--- src/rtl/positional_array_sort_search_top_macros.svh ---
// Assertion helpers for the sorted array block
`ifndef POSITIONAL_ARRAY_SORT_SEARCH_TOP_MACROS_SVH
`define POSITIONAL_ARRAY_SORT_SEARCH_TOP_MACROS_SVH
`ifndef SYNTHESIS
`define PASS_ASSERT(lbl, clk, rst_n, prop) \
  lbl: assert property (@(posedge clk) disable iff (!rst_n) prop) \
    else $error("assertion failed");
`define PASS_NEVER(lbl, clk, rst_n, cond) \
  lbl: assert property (@(posedge clk) disable iff (!rst_n) !(cond)) \
    else $error("forbidden condition");
`else
`define PASS_ASSERT(lbl, clk, rst_n, prop)
`define PASS_NEVER(lbl, clk, rst_n, cond)
`endif
`endif

--- src/rtl/pass_pkg.sv ---
`timescale 1ns / 1ps
package pass_pkg;
  localparam int DEPTH = 128;
  localparam int DATA_WIDTH = 32;
  localparam int IDX_W = (DEPTH > 2) ? $clog2(DEPTH) : 1;
  localparam int CNT_W = $clog2(DEPTH + 1);
  localparam int LO_W = CNT_W + 1;
  localparam int CMP_W = (CNT_W > 8) ? CNT_W : 8;

  localparam logic [2:0] ACT_LOAD   = 3'd0;
  localparam logic [2:0] ACT_READ   = 3'd1;
  localparam logic [2:0] ACT_INSERT = 3'd2;
  localparam logic [2:0] ACT_DELETE = 3'd3;
  localparam logic [2:0] ACT_SORT   = 3'd4;
  localparam logic [2:0] ACT_SEARCH = 3'd5;

  localparam logic [2:0] ST_OK       = 3'd0;
  localparam logic [2:0] ST_EMPTY    = 3'd1;
  localparam logic [2:0] ST_BADPOS   = 3'd2;
  localparam logic [2:0] ST_FULL     = 3'd3;
  localparam logic [2:0] ST_NOTFOUND = 3'd4;

  typedef enum logic [4:0] {
    S_IDLE = 5'b00001,
    S_ROT  = 5'b00010,
    S_SORT = 5'b00100,
    S_SRCH = 5'b01000,
    S_DONE = 5'b10000
  } pass_state_e;

  typedef struct packed {
    logic rot;
    logic srt;
    logic phase;
  } pass_ctrl_t;
endpackage

--- src/rtl/pass_cell.sv ---
`timescale 1ns / 1ps
module pass_cell (
  input  logic                             clk_i,
  input  pass_pkg::pass_ctrl_t             ctrl_i,
  input  logic [pass_pkg::IDX_W-1:0]       idx_i,
  input  logic [pass_pkg::CNT_W-1:0]       count_i,
  input  logic [pass_pkg::DATA_WIDTH-1:0]  left_i,
  input  logic [pass_pkg::DATA_WIDTH-1:0]  right_i,
  input  logic [pass_pkg::DATA_WIDTH-1:0]  ring_i,
  output logic [pass_pkg::DATA_WIDTH-1:0]  value_o
);
  import pass_pkg::*;

  logic [DATA_WIDTH-1:0] val_q, val_d;
  logic pair_r, pair_l;

  assign pair_r = (idx_i[0] == ctrl_i.phase) &&
                  ((LO_W'(idx_i) + LO_W'(1)) < LO_W'(count_i));
  assign pair_l = (idx_i[0] != ctrl_i.phase) && (idx_i != '0) &&
                  (CNT_W'(idx_i) < count_i);

  always_comb begin
    val_d = val_q;
    if (ctrl_i.rot) begin
      val_d = ring_i;
    end else if (ctrl_i.srt) begin
      if (pair_r && ($signed(right_i) < $signed(val_q))) begin
        val_d = right_i;
      end else if (pair_l && ($signed(val_q) < $signed(left_i))) begin
        val_d = left_i;
      end
    end
  end

  always_ff @(posedge clk_i) begin
    val_q <= val_d;
  end

  assign value_o = val_q;
endmodule

--- config.mk ---
export PLATFORM = sky130hd
export DESIGN_NAME = pass_cell
export DESIGN_NICKNAME = d
export VERILOG_FILES = /design/src/rtl/positional_array_sort_search_top_macros.svh /design/src/rtl/pass_pkg.sv /design/src/rtl/pass_cell.sv
export SDC_FILE = /design/constraint.sdc
export NUM_CORES = 1
export LEC_CHECK = 0
export BUFFER_PORTS_ARGS = -buffer_cell sky130_fd_sc_hd__buf_4
export CORE_AREA = 3 3 96 98
export CTS_CLUSTER_DIAMETER = 100
export CTS_CLUSTER_SIZE = 16
export DETAILED_ROUTE_END_ITERATION = 7
export DIE_AREA = 0 0 99 101
export PLACE_DENSITY = 0.9
export RECOVER_POWER = 100
export SLEW_MARGIN = 20
export SYNTH_ARGS = -nofsm -noshare
export SYNTH_HDL_FRONTEND = slang
export SYNTH_SLANG_ARGS = --single-unit
--- constraint.sdc ---
create_clock -name clk_i -period 3.41 [get_ports clk_i]
set_input_delay 0.341 -clock clk_i [delete_from_list [all_inputs] [get_ports clk_i]]
set_output_delay 0.341 -clock clk_i [all_outputs]
set_load 0.01 [all_outputs]
==> reports/metrics.yaml, run 1 <==
outcome:
  status: "completed"
power_and_ir_drop:
  power.leakage_nw: 2.65
  ir_worst_vdd_v: 0.000207
  power_density_mw_per_mm2: 382
worst_setup_path:
  required_ns: 3.46
  worst_r2r_path_depth: 9
  crit_slowest_cell: "o21a_2"
  crit_path_start_kind: "flip-flop"
  cp_top_family: "compound AO/OA/AOI/OAI gates"
  crit_arrival_ns: 3.21
  worstSetupPathType: "reg2reg"
  r2r_slack_ns: 0.24
  startpoint: "value_o[23]"
  critPathBufInv: 1
  cp_max_fo: 32
  worstPathCellList: "inv_1 -> ha_1 -> nand4_1 -> nor4_1 -> nand3_1 -> o22ai_1 -> o21a_2 -> o32ai_1 -> o41ai_1"
  cp.depth: 9
  max_stage_delay_ns: 0.64
  endpoint_kind: "flip-flop"
  regToRegStartpoint: "value_o[23]"
placed_design:
  numPortBuffers: 146
  gp_congestion: 0.866
  post_dp_cell_area_sq_mm: 0.00554
  place_worst_setup_slack_ns: 0.368
  place_hpwl_um: 10300
floorplanning:
  start_util: 0.512
  ios: 147
  fp.dieArea_sq_mm: 0.0100
  die_height_um: 101
  die_x_um: 99
  core_sq_mm: 0.00855
  rows: 34
cts:
  cts_hold_buf: 0
  clock_sinks: 32
  htreeDepth: 2
  clkLatencyLatePin_ns: 0.29
  cts_buffer_depth: 2
  root_buffer: "clkbuf_8"
  cts_setup_buffers: 0
  cts_tree: "yes"
  path_clk_slew_ns: 0.08
  cts_resized: 0
  cts_buffers: 5
timing:
  finalSetupViolCount: 0
  period_minus_slack_ns: 3.17
  postLayoutSetupSlackWorst_ns: 0.244
  tns_ns: 0
  slew_headroom: 0.519
  drv_slew: 0
  hold_viol_final: 0
  max_freq_ghz: 0.316
  rsz0062_at_grt: "false"
  skew_ns: 0.0141
  fin_crit_sh: 0.928
  tightest_slew_ns: 0.722
route:
  drt_iter0_drc: 283
  vias: 4518
  routed_wirelength_um: 13200
  wire_per_inst_um: 17.7
  via_per_inst: 6.04
  ant_nets: 0
  firstDrtPassIters: 5
  drc: 0
worst_hold_path:
  min_from: "ring_i[6]"
  hold_path.class: "in2reg"
  hold_path_depth: 3
global_routing:
  grt_usage: 0.254
  grt_max_degree: 42
  grt_pass1_wl_um: 20900
  first_global_vias: 4541
  grt-ovfl-total: 0
  antenna_found_initial: 0
final_layout:
  syn2layout_area_growth_pct: 25.0
  n_antenna_cell: 0
  largest_reg_flops: 32
  nets: 831
  drive_above_1_share: 0.253
  fin_area_sq_mm: 0.00547
synth:
  synth_area_sq_mm: 0.00438
  synthArstFlopShare: 0
  synth_cell_type_count: 44
  synthCells: 503
  synth_nets: 695
  synth_edf_count: 32
  ys_warn_count: 0
  synthFlopType: "edfxtp_1"
  avgSynthCellArea_sq_um: 8.70
  ys_seq_elements: 32
  seq_area_frac_synth: 0.220
run:
  maxCapViolCount: 0
-- layout make-up --
cell class	count	area (sq um)
Clock buffer	6	72.6
Clock inverter	2	35.0
Fill cell	752	3080
Inverter	73	274
Multi-Input combinational cell	371	2940
Sequential cell	32	961
Tap cell	108	135
Timing Repair Buffer	156	1050
-- layer usage --
metal  global-route usage  share of wire  vias up
met5                    0              0        -
met4               0.0704          0.014        0
met3               0.0381          0.076       19
met2                0.471           0.52      208
met1                0.303           0.39     2115
li1                     -              -     2176
-- tightest hold or removal path: stages --
cell,delay [ns]
buf_4,0.08
nand2_1,0.05
o41ai_2,0.04
-- layout by cell type, fill, tap and decap left out, types with 28 or more instances in the layout --
master    Yosys  routed
buf_4         0     122
inv_1        73      73
ha_1         77      77
o41ai_2      30      28
o32ai_1      31      32
edfxtp_1     32      32
nand2_1      47      47
clkbuf_1     14      33
nor2_1       43      43
nor3_1       33      33
-- where the power goes --
part           switching (W)  internal [W]  leakage, nW
clock               0.000155      0.000217       0.0552
combinational       0.000666      0.000452         2.27
sequential         0.0000630      0.000533        0.323
total               0.000884       0.00120         2.65
-- cell families after synthesis --
group	Yosys count	share of synthesized area
and+or+nand+nor	159	0.165
AOI/OAI and AO/OA	129	0.285
buffers and inverters	100	0.0978
adders and majority gates	77	0.220
DFF	32	0.220
xor gates and xnor gates	6	0.0120
-- cell usage after synthesis (2+ instances only) --
library cell | n | area share
a21oi_1 | 25 | 0.029
buf_2 | 6 | 0.0069
nand2_1 | 47 | 0.040
a21o_1 | 8 | 0.014
o211ai_1 | 4 | 0.0069
xor2_1 | 3 | 0.0060
clkbuf_1 | 14 | 0.012
and3_1 | 2 | 0.0029
o32ai_1 | 31 | 0.062
buf_6 | 6 | 0.015
and4_1 | 2 | 0.0040
a31oi_1 | 3 | 0.0043
o41ai_2 | 30 | 0.11
nor3_1 | 33 | 0.038
ha_1 | 77 | 0.22
o21a_1 | 2 | 0.0034
nor4_1 | 2 | 0.0029
a211oi_1 | 5 | 0.0086
o2111ai_1 | 2 | 0.0040
nand4_1 | 8 | 0.011
nor2_1 | 43 | 0.037
o41ai_1 | 2 | 0.0040
edfxtp_1 | 32 | 0.22
nand2b_1 | 3 | 0.0043
nand3_1 | 15 | 0.017
inv_1 | 73 | 0.063
o21ai_0 | 6 | 0.0069
xnor2_1 | 3 | 0.0060
-- final timing paths --
check           endpoint
max          value_o[24]
min           value_o[6]
max reg2reg  value_o[24]
min reg2reg   value_o[7]
-- metrics by stage --
stage          total power (W)  cells  hold WS [ns]  utilization
2_1_floorplan          0.00137    503         0.525            -
3_3_place_gp           0.00172    740         0.614        0.648
3_5_place_dp           0.00178    740         0.618        0.648
4_1_cts                0.00216    748         0.320        0.660
5_1_grt                0.00223    748         0.322        0.639
6_report               0.00209    748         0.320        0.639
No activity file was read; power rests on OpenSTA's default activity.
==> inputs of run 2 (changes only) <==
Settings changed: PLACE_DENSITY 0.9 to 0.89.
==> run 2 against run 1 <==
Non-clock buffer count decreased by 1. First-iteration DRC count decreased by 28%. Global-route usage increased by 0.26 points. Sequential power about the same. Final area decreased by 0.53%.
==> reports/metrics.yaml, run 2 (synthesis results as in run 1) <==
outcome:
  status: "completed"  # unchanged
global_routing:
  antenna_found_initial: 0  # unchanged
  first_global_vias: 4649  # was 4541
  grt_pass1_wl_um: 21300  # was 20900 um
  grt_usage: 0.257  # was 0.254
  grt_max_degree: 65  # was 42
  grt-ovfl-total: 0  # unchanged
route:
  routed_wirelength_um: 13500  # was 13200 um
  met3_length_um: 903  # was 999 um
  highest_layer: "met4"  # unchanged
  ant_nets: 0  # unchanged
  wire_per_inst_um: 18.1  # was 17.7 um
  firstDrtPassIters: 7  # was 5
  wl_met1_um: 5090  # was 5170 um
  drt_iter0_drc: 203  # was 283
  via_per_inst: 6.19  # was 6.04
  wl_met2_um: 7140  # was 6860 um
  vias: 4627  # was 4518
  drc: 0  # unchanged
placed_design:
  numPortBuffers: 146  # unchanged
  gp_congestion: 0.919  # was 0.866
  place_hpwl_um: 10600  # was 10300 um
floorplanning:
  ios: 147  # unchanged
  die_x_um: 99  # unchanged
  die_height_um: 101  # unchanged
  core_sq_mm: 0.00855  # unchanged
  rows: 34  # unchanged
  fp.dieArea_sq_mm: 0.0100  # unchanged
  start_util: 0.512  # unchanged
timing:
  rsz0062_at_grt: "false"  # unchanged
  hold_ws_ns: 0.322  # was 0.320 ns
  drv_slew: 0  # unchanged
  period_minus_slack_ns: 3.19  # was 3.17 ns
  hold_viol_final: 0  # unchanged
  skew_ns: 0.0123  # was 0.0141 ns
  finalSetupViolCount: 0  # unchanged
  slew_headroom: 0.478  # was 0.519
  max_freq_ghz: 0.314  # was 0.316 GHz
  fin_crit_sh: 0.935  # was 0.928
  tns_ns: 0  # unchanged
  tightest_slew_ns: 0.783  # was 0.722 ns
final_layout:
  syn2layout_area_growth_pct: 24.3  # was 25.0%
  final_common_cell: "buf_4"  # unchanged
  final_cell_mix: "buf_4 (120), ha_1 (77), inv_1 (73)"  # was buf_4 (122), ha_1 (77), inv_1 (73)
  largest_reg_flops: 32  # unchanged
  multiInputGateArea_sq_mm: 0.00294  # about the same
  drive_above_1_share: 0.249  # was 0.253
  ff_latch_area_sq_um: 961  # unchanged
  fillers: 744  # was 752
  nets: 830  # was 831
  n_antenna_cell: 0  # unchanged
cts:
  cts_buffer_depth: 2  # unchanged
  path_clk_slew_ns: 0.09  # was 0.08 ns
  clkLatencyLatePin_ns: 0.29  # about the same
  cts_tree: "yes"  # unchanged
  cts_resized: 0  # unchanged
  root_buffer: "clkbuf_8"  # unchanged
  htreeDepth: 2  # unchanged
  clock_sinks: 32  # unchanged
  cts_buffers: 5  # unchanged
  cts_hold_buf: 0  # unchanged
  cts_setup_buffers: 0  # unchanged
power_and_ir_drop:
  power.leakage_nw: 2.63  # was 2.65 nW
  ir_worst_vdd_v: 0.000222  # was 0.000207 V
  power_density_mw_per_mm2: 371  # was 382 mW/mm^2
worst_setup_path:
  worstSetupPathType: "reg2reg"  # unchanged
  r2r_slack_ns: 0.22  # was 0.24 ns
  crit_path_start_kind: "flip-flop"  # unchanged
  crit_arrival_ns: 3.22  # was 3.21 ns
  cp_max_fo: 32  # unchanged
  required_ns: 3.44  # was 3.46 ns
  endpoint_kind: "flip-flop"  # unchanged
run:
  maxCapViolCount: 0  # unchanged
worst_hold_path:
  hold_path.class: "in2reg"  # unchanged
run 2: cell count changes in the layout (fill, tap and decap cells not counted):
cell       previous run  this run
clkinv_1              0         1
buf_4               122       120
bufinv_16             1         0
clkbuf_2              2         1
buf_12                0         1
o41ai_1               4         5
clkinv_2              1         2
o41ai_2              28        27
run 2: layout make-up:
cell class                      count  share of cell area
Inverter                           73              0.0504
Tap cell                          108              0.0248
Clock buffer                        5              0.0127
Sequential cell                    32               0.177
Clock inverter                      3             0.00253
Timing Repair Buffer              155               0.193
Multi-Input combinational cell    371               0.540
run 2: power breakdown:
group / total, W / switching [W] / internal [W]
clock: 0.000296 / 0.000157 / 0.000139
sequential: 0.000598 / 0.0000642 / 0.000533
combinational: 0.00112 / 0.000671 / 0.000454
total: 0.00202 / 0.000892 / 0.00113
run 2: critical path, cell delays in order, from the launching register on:
cell and delay, ns:
edfxtp_1 0.40, inv_1 0.07, ha_1 0.29, nand4_1 0.16, nor4_1 0.45, nand3_1 0.15, o22ai_1 0.20, o21a_2 0.66
o32ai_1 0.15, o41ai_1 0.40
run 2: final timing paths:
| path | start | to | cells past startpoint |
|---|---|---|---|
| worst max-delay path | value_o[23] | value_o[4] | 9 |
| worst min-delay path | ring_i[17] | value_o[17] | 3 |
| worst max register to register | value_o[23] | value_o[4] | 9 |
| worst min register to register | value_o[31] | value_o[0] | 6 |
run 2: through the flow:
stage | cell area [sq um] | setup slack (ns) | util | cells | power (W)
after floorplan | 4380 | 0.221 | - | 503 | 0.00137
after global placement | 5540 | 0.600 | 0.648 | 739 | 0.00172
after detailed placement | 5540 | 0.300 | 0.648 | 739 | 0.00179
after CTS | 5620 | 0.335 | 0.657 | 747 | 0.00209
after global routing | 5440 | 0.0382 | 0.636 | 747 | 0.00216
final | 5440 | 0.221 | 0.636 | 747 | 0.00202
run 2: metal layers:
metal,vias to the layer above,track usage
met5,-,0
met4,0,0.0914
met3,40,0.0367
met2,235,0.486
met1,2191,0.291
li1,2161,-
==> inputs of run 3 (changes only) <==
Settings changed: ABC_AREA set to 1, CORE_AREA 3 3 96 98 to 3 3 92 94, CTS_BUF_LIST set to sky130_fd_sc_hd__clkbuf_4 sky130_fd_sc_hd__clkbuf_8, DIE_AREA 0 0 99 101 to 0 0 95 97, PLACE_DENSITY 0.89 to 0.91.
==> run 3 against run 2 <==
Total power fell by 12%. Worst hold slack got worse by 0.0027 ns. Setup slack improved by 0.30 ns. Global-route usage fell by 0.21 points. Register-to-register slack improved by 0.52 ns. First-iteration DRC count rose by 45%. Clock skew fell by 0.0040 ns. Clock power rose by 20%. Fmax rose by 10%. Final area fell by 4.9%. Cell count rose by 9.9%. Sequential share of layout area rose by 0.91 points.
==> reports/metrics.yaml, run 3 <==
synth:
  synth.top_cells.by_area: "ha_1 (24%), edfxtp_1 (24%), nand2_1 (15%)"  # was ha_1 (22%), edfxtp_1 (22%), o41ai_2 (11%)
  synth_cell_type_count: 29  # was 44
  synth_top_area_frac: 0.239  # was 0.220
  synthCells: 578  # was 503
  seq_area_frac_synth: 0.239  # was 0.220
  synth.top_cells.by_count: "nand2_1 (162), inv_1 (121), ha_1 (77)"  # was ha_1 (77), inv_1 (73), nand2_1 (47)
  synthArstFlopShare: 0  # unchanged
  synth_edf_count: 32  # unchanged
  ys_warn_count: 0  # unchanged
  synth_area_sq_mm: 0.00402  # was 0.00438 sq mm
  ys_seq_elements: 32  # unchanged
  synth_nets: 770  # was 695
  synthFlopType: "edfxtp_1"  # unchanged
  yosysMostFrequentCell: "nand2_1"  # was ha_1
  yosysTopAreaCell: "ha_1"  # unchanged
  avgSynthCellArea_sq_um: 6.96  # was 8.70 sq um
timing:
  rsz0062_at_grt: "false"  # unchanged
  tns_ns: 0  # unchanged
  slew_headroom: 0.335  # was 0.478
  drv_slew: 0  # unchanged
  tightest_slew_ns: 0.992  # was 0.783 ns
  hold_viol_final: 0  # unchanged
  skew_ns: 0.00829  # was 0.0123 ns
  period_minus_slack_ns: 2.89  # was 3.19 ns
  max_freq_ghz: 0.346  # was 0.314 GHz
  fin_crit_sh: 0.847  # was 0.935
  finalSetupViolCount: 0  # unchanged
power_and_ir_drop:
  power.total_w: 0.00178  # was 0.00202 W
  power.leakage_nw: 2.96  # was 2.63 nW
  power_density_mw_per_mm2: 343  # was 371 mW/mm^2
  ir_worst_vdd_v: 0.000191  # was 0.000222 V
floorplanning:
  core_sq_mm: 0.00773  # was 0.00855 sq mm
  ios: 147  # unchanged
  fp.dieArea_sq_mm: 0.00922  # was 0.0100 sq mm
  die_x_um: 95  # was 99 um
  start_util: 0.521  # was 0.512
  rows: 32  # was 34
  die_height_um: 97  # was 101 um
route:
  vias: 4389  # was 4627
  ant_nets: 0  # unchanged
  routed_wirelength_um: 11700  # was 13500 um
  firstDrtPassIters: 5  # was 7
  drc: 0  # unchanged
  wire_per_inst_um: 14.2  # was 18.1 um
  via_per_inst: 5.35  # was 6.19
  drt_iter0_drc: 294  # was 203
final_layout:
  nets: 910  # was 830
  ff_latch_area_sq_um: 961  # unchanged
  n_antenna_cell: 0  # unchanged
  drive_above_1_share: 0.181  # was 0.249
  fin_area_sq_mm: 0.00517  # was 0.00544 sq mm
  multiInputGateArea_sq_mm: 0.00250  # was 0.00294 sq mm
  syn2layout_area_growth_pct: 28.5  # was 24.3%
  final_cell_mix: "nand2_1 (162), inv_1 (120), buf_4 (120)"  # was buf_4 (120), ha_1 (77), inv_1 (73)
  largest_reg_flops: 32  # unchanged
  fillers: 662  # was 744
  final_common_cell: "nand2_1"  # was buf_4
placed_design:
  gp_congestion: 0.870  # was 0.919
  post_dp_cell_area_sq_mm: 0.00519  # was 0.00554 sq mm
  numPortBuffers: 146  # unchanged
  place_hpwl_um: 9270  # was 10600 um
cts:
  cts_buffer_depth: 2  # unchanged
  cts_buffers: 5  # unchanged
  clkLatencyLatePin_ns: 0.29  # about the same
  clock_sinks: 32  # unchanged
  cts_setup_buffers: 0  # unchanged
  root_buffer: "clkbuf_8"  # unchanged
  htreeDepth: 2  # unchanged
  cts_resized: 0  # unchanged
  cts_tree: "yes"  # unchanged
  cts_hold_buf: 0  # unchanged
  path_clk_slew_ns: 0.07  # was 0.09 ns
global_routing:
  grt_pass1_wl_um: 19100  # was 21300 um
  first_global_vias: 4471  # was 4649
  antenna_found_initial: 0  # unchanged
  grt_usage: 0.255  # was 0.257
  grt-ovfl-total: 0  # unchanged
  grt_max_degree: 34  # was 65
worst_setup_path:
  required_ns: 3.38  # was 3.44 ns
  cp_max_fo: 18  # was 32
  crit_path_start_kind: "input pin"  # was flip-flop
  worstSetupPathType: "in2reg"  # was reg2reg
  endpoint_kind: "flip-flop"  # unchanged
  crit_arrival_ns: 2.86  # was 3.22 ns
  worst_r2r_path_depth: 14  # was 9
worst_hold_path:
  hold_path_depth: 3  # unchanged
  hold_path.class: "in2reg"  # unchanged
run:
  maxCapViolCount: 0  # unchanged
outcome:
  status: "completed"  # unchanged
run 3: layer usage:
layer	GRT usage	wire, um	vias up
met2	0.461	5900	223
met4	0.0921	320	0
li1	-	-	2170
met5	0	0	-
met1	0.292	4460	1956
met3	0.0443	988	40
run 3: layout make-up:
cell class / instances / share of cell area
Timing Repair Buffer: 152 / 0.197
Sequential cell: 32 / 0.186
Clock inverter: 3 / 0.00726
Inverter: 121 / 0.0878
Tap cell: 102 / 0.0247
Multi-Input combinational cell: 406 / 0.484
Clock buffer: 5 / 0.0133
run 3: kinds of logic (layout without fill, tap and decap cells):
kind of cell / count (synthesis) / in the layout / synth area share
AO/OA/AOI/OAI: 54 / 54 / 0.0728
XOR/XNOR: 5 / 5 / 0.0109
adder cells (fa/ha/maj): 77 / 77 / 0.239
buffers and inverters: 140 / 281 / 0.139
flip-flops: 32 / 32 / 0.239
AND/OR/NAND/NOR: 270 / 270 / 0.299
run 3: power breakdown:
group / internal (W) / switching (W) / total, W
Clock: 0.000213 / 0.000141 / 0.000354
Sequential: 0.000516 / 0.0000541 / 0.000570
Combinational: 0.000345 / 0.000507 / 0.000852
Total: 0.00107 / 0.000702 / 0.00178
run 3: metrics by stage:
step / std cells / util / setup slack, ns / hold WS [ns]
floorplan: 578 / - / 0.214 / 0.523
global route: 821 / 0.669 / 0.237 / 0.323
finish: 821 / 0.669 / 0.520 / 0.320
global placement: 813 / 0.671 / 0.499 / 0.618
detailed placement: 813 / 0.671 / 0.337 / 0.616
CTS: 821 / 0.685 / 0.628 / 0.319
run 3: worst max-delay path: stages:
cell and delay [ns]:
buf_4 0.11, inv_1 0.07, nor3_1 0.35, nand4_1 0.16, nand2_1 0.11, inv_1 0.05
ha_1 0.28, a21oi_1 0.15, nand3b_1 0.12, o211ai_1 0.08, nor2_1 0.22, nand3_4 0.24
nand2_1 0.14, nand2_1 0.05, nand2_1 0.07, buf_4 0.30
run 3: final timing paths:
check | slack (ns) | endpoint | startpoint
max | 0.52 | value_o[25] | idx_i[0]
min | 0.32 | value_o[26] | ring_i[26]
max reg2reg | 0.74 | value_o[25] | value_o[27]
min reg2reg | 1.30 | value_o[0] | value_o[31]
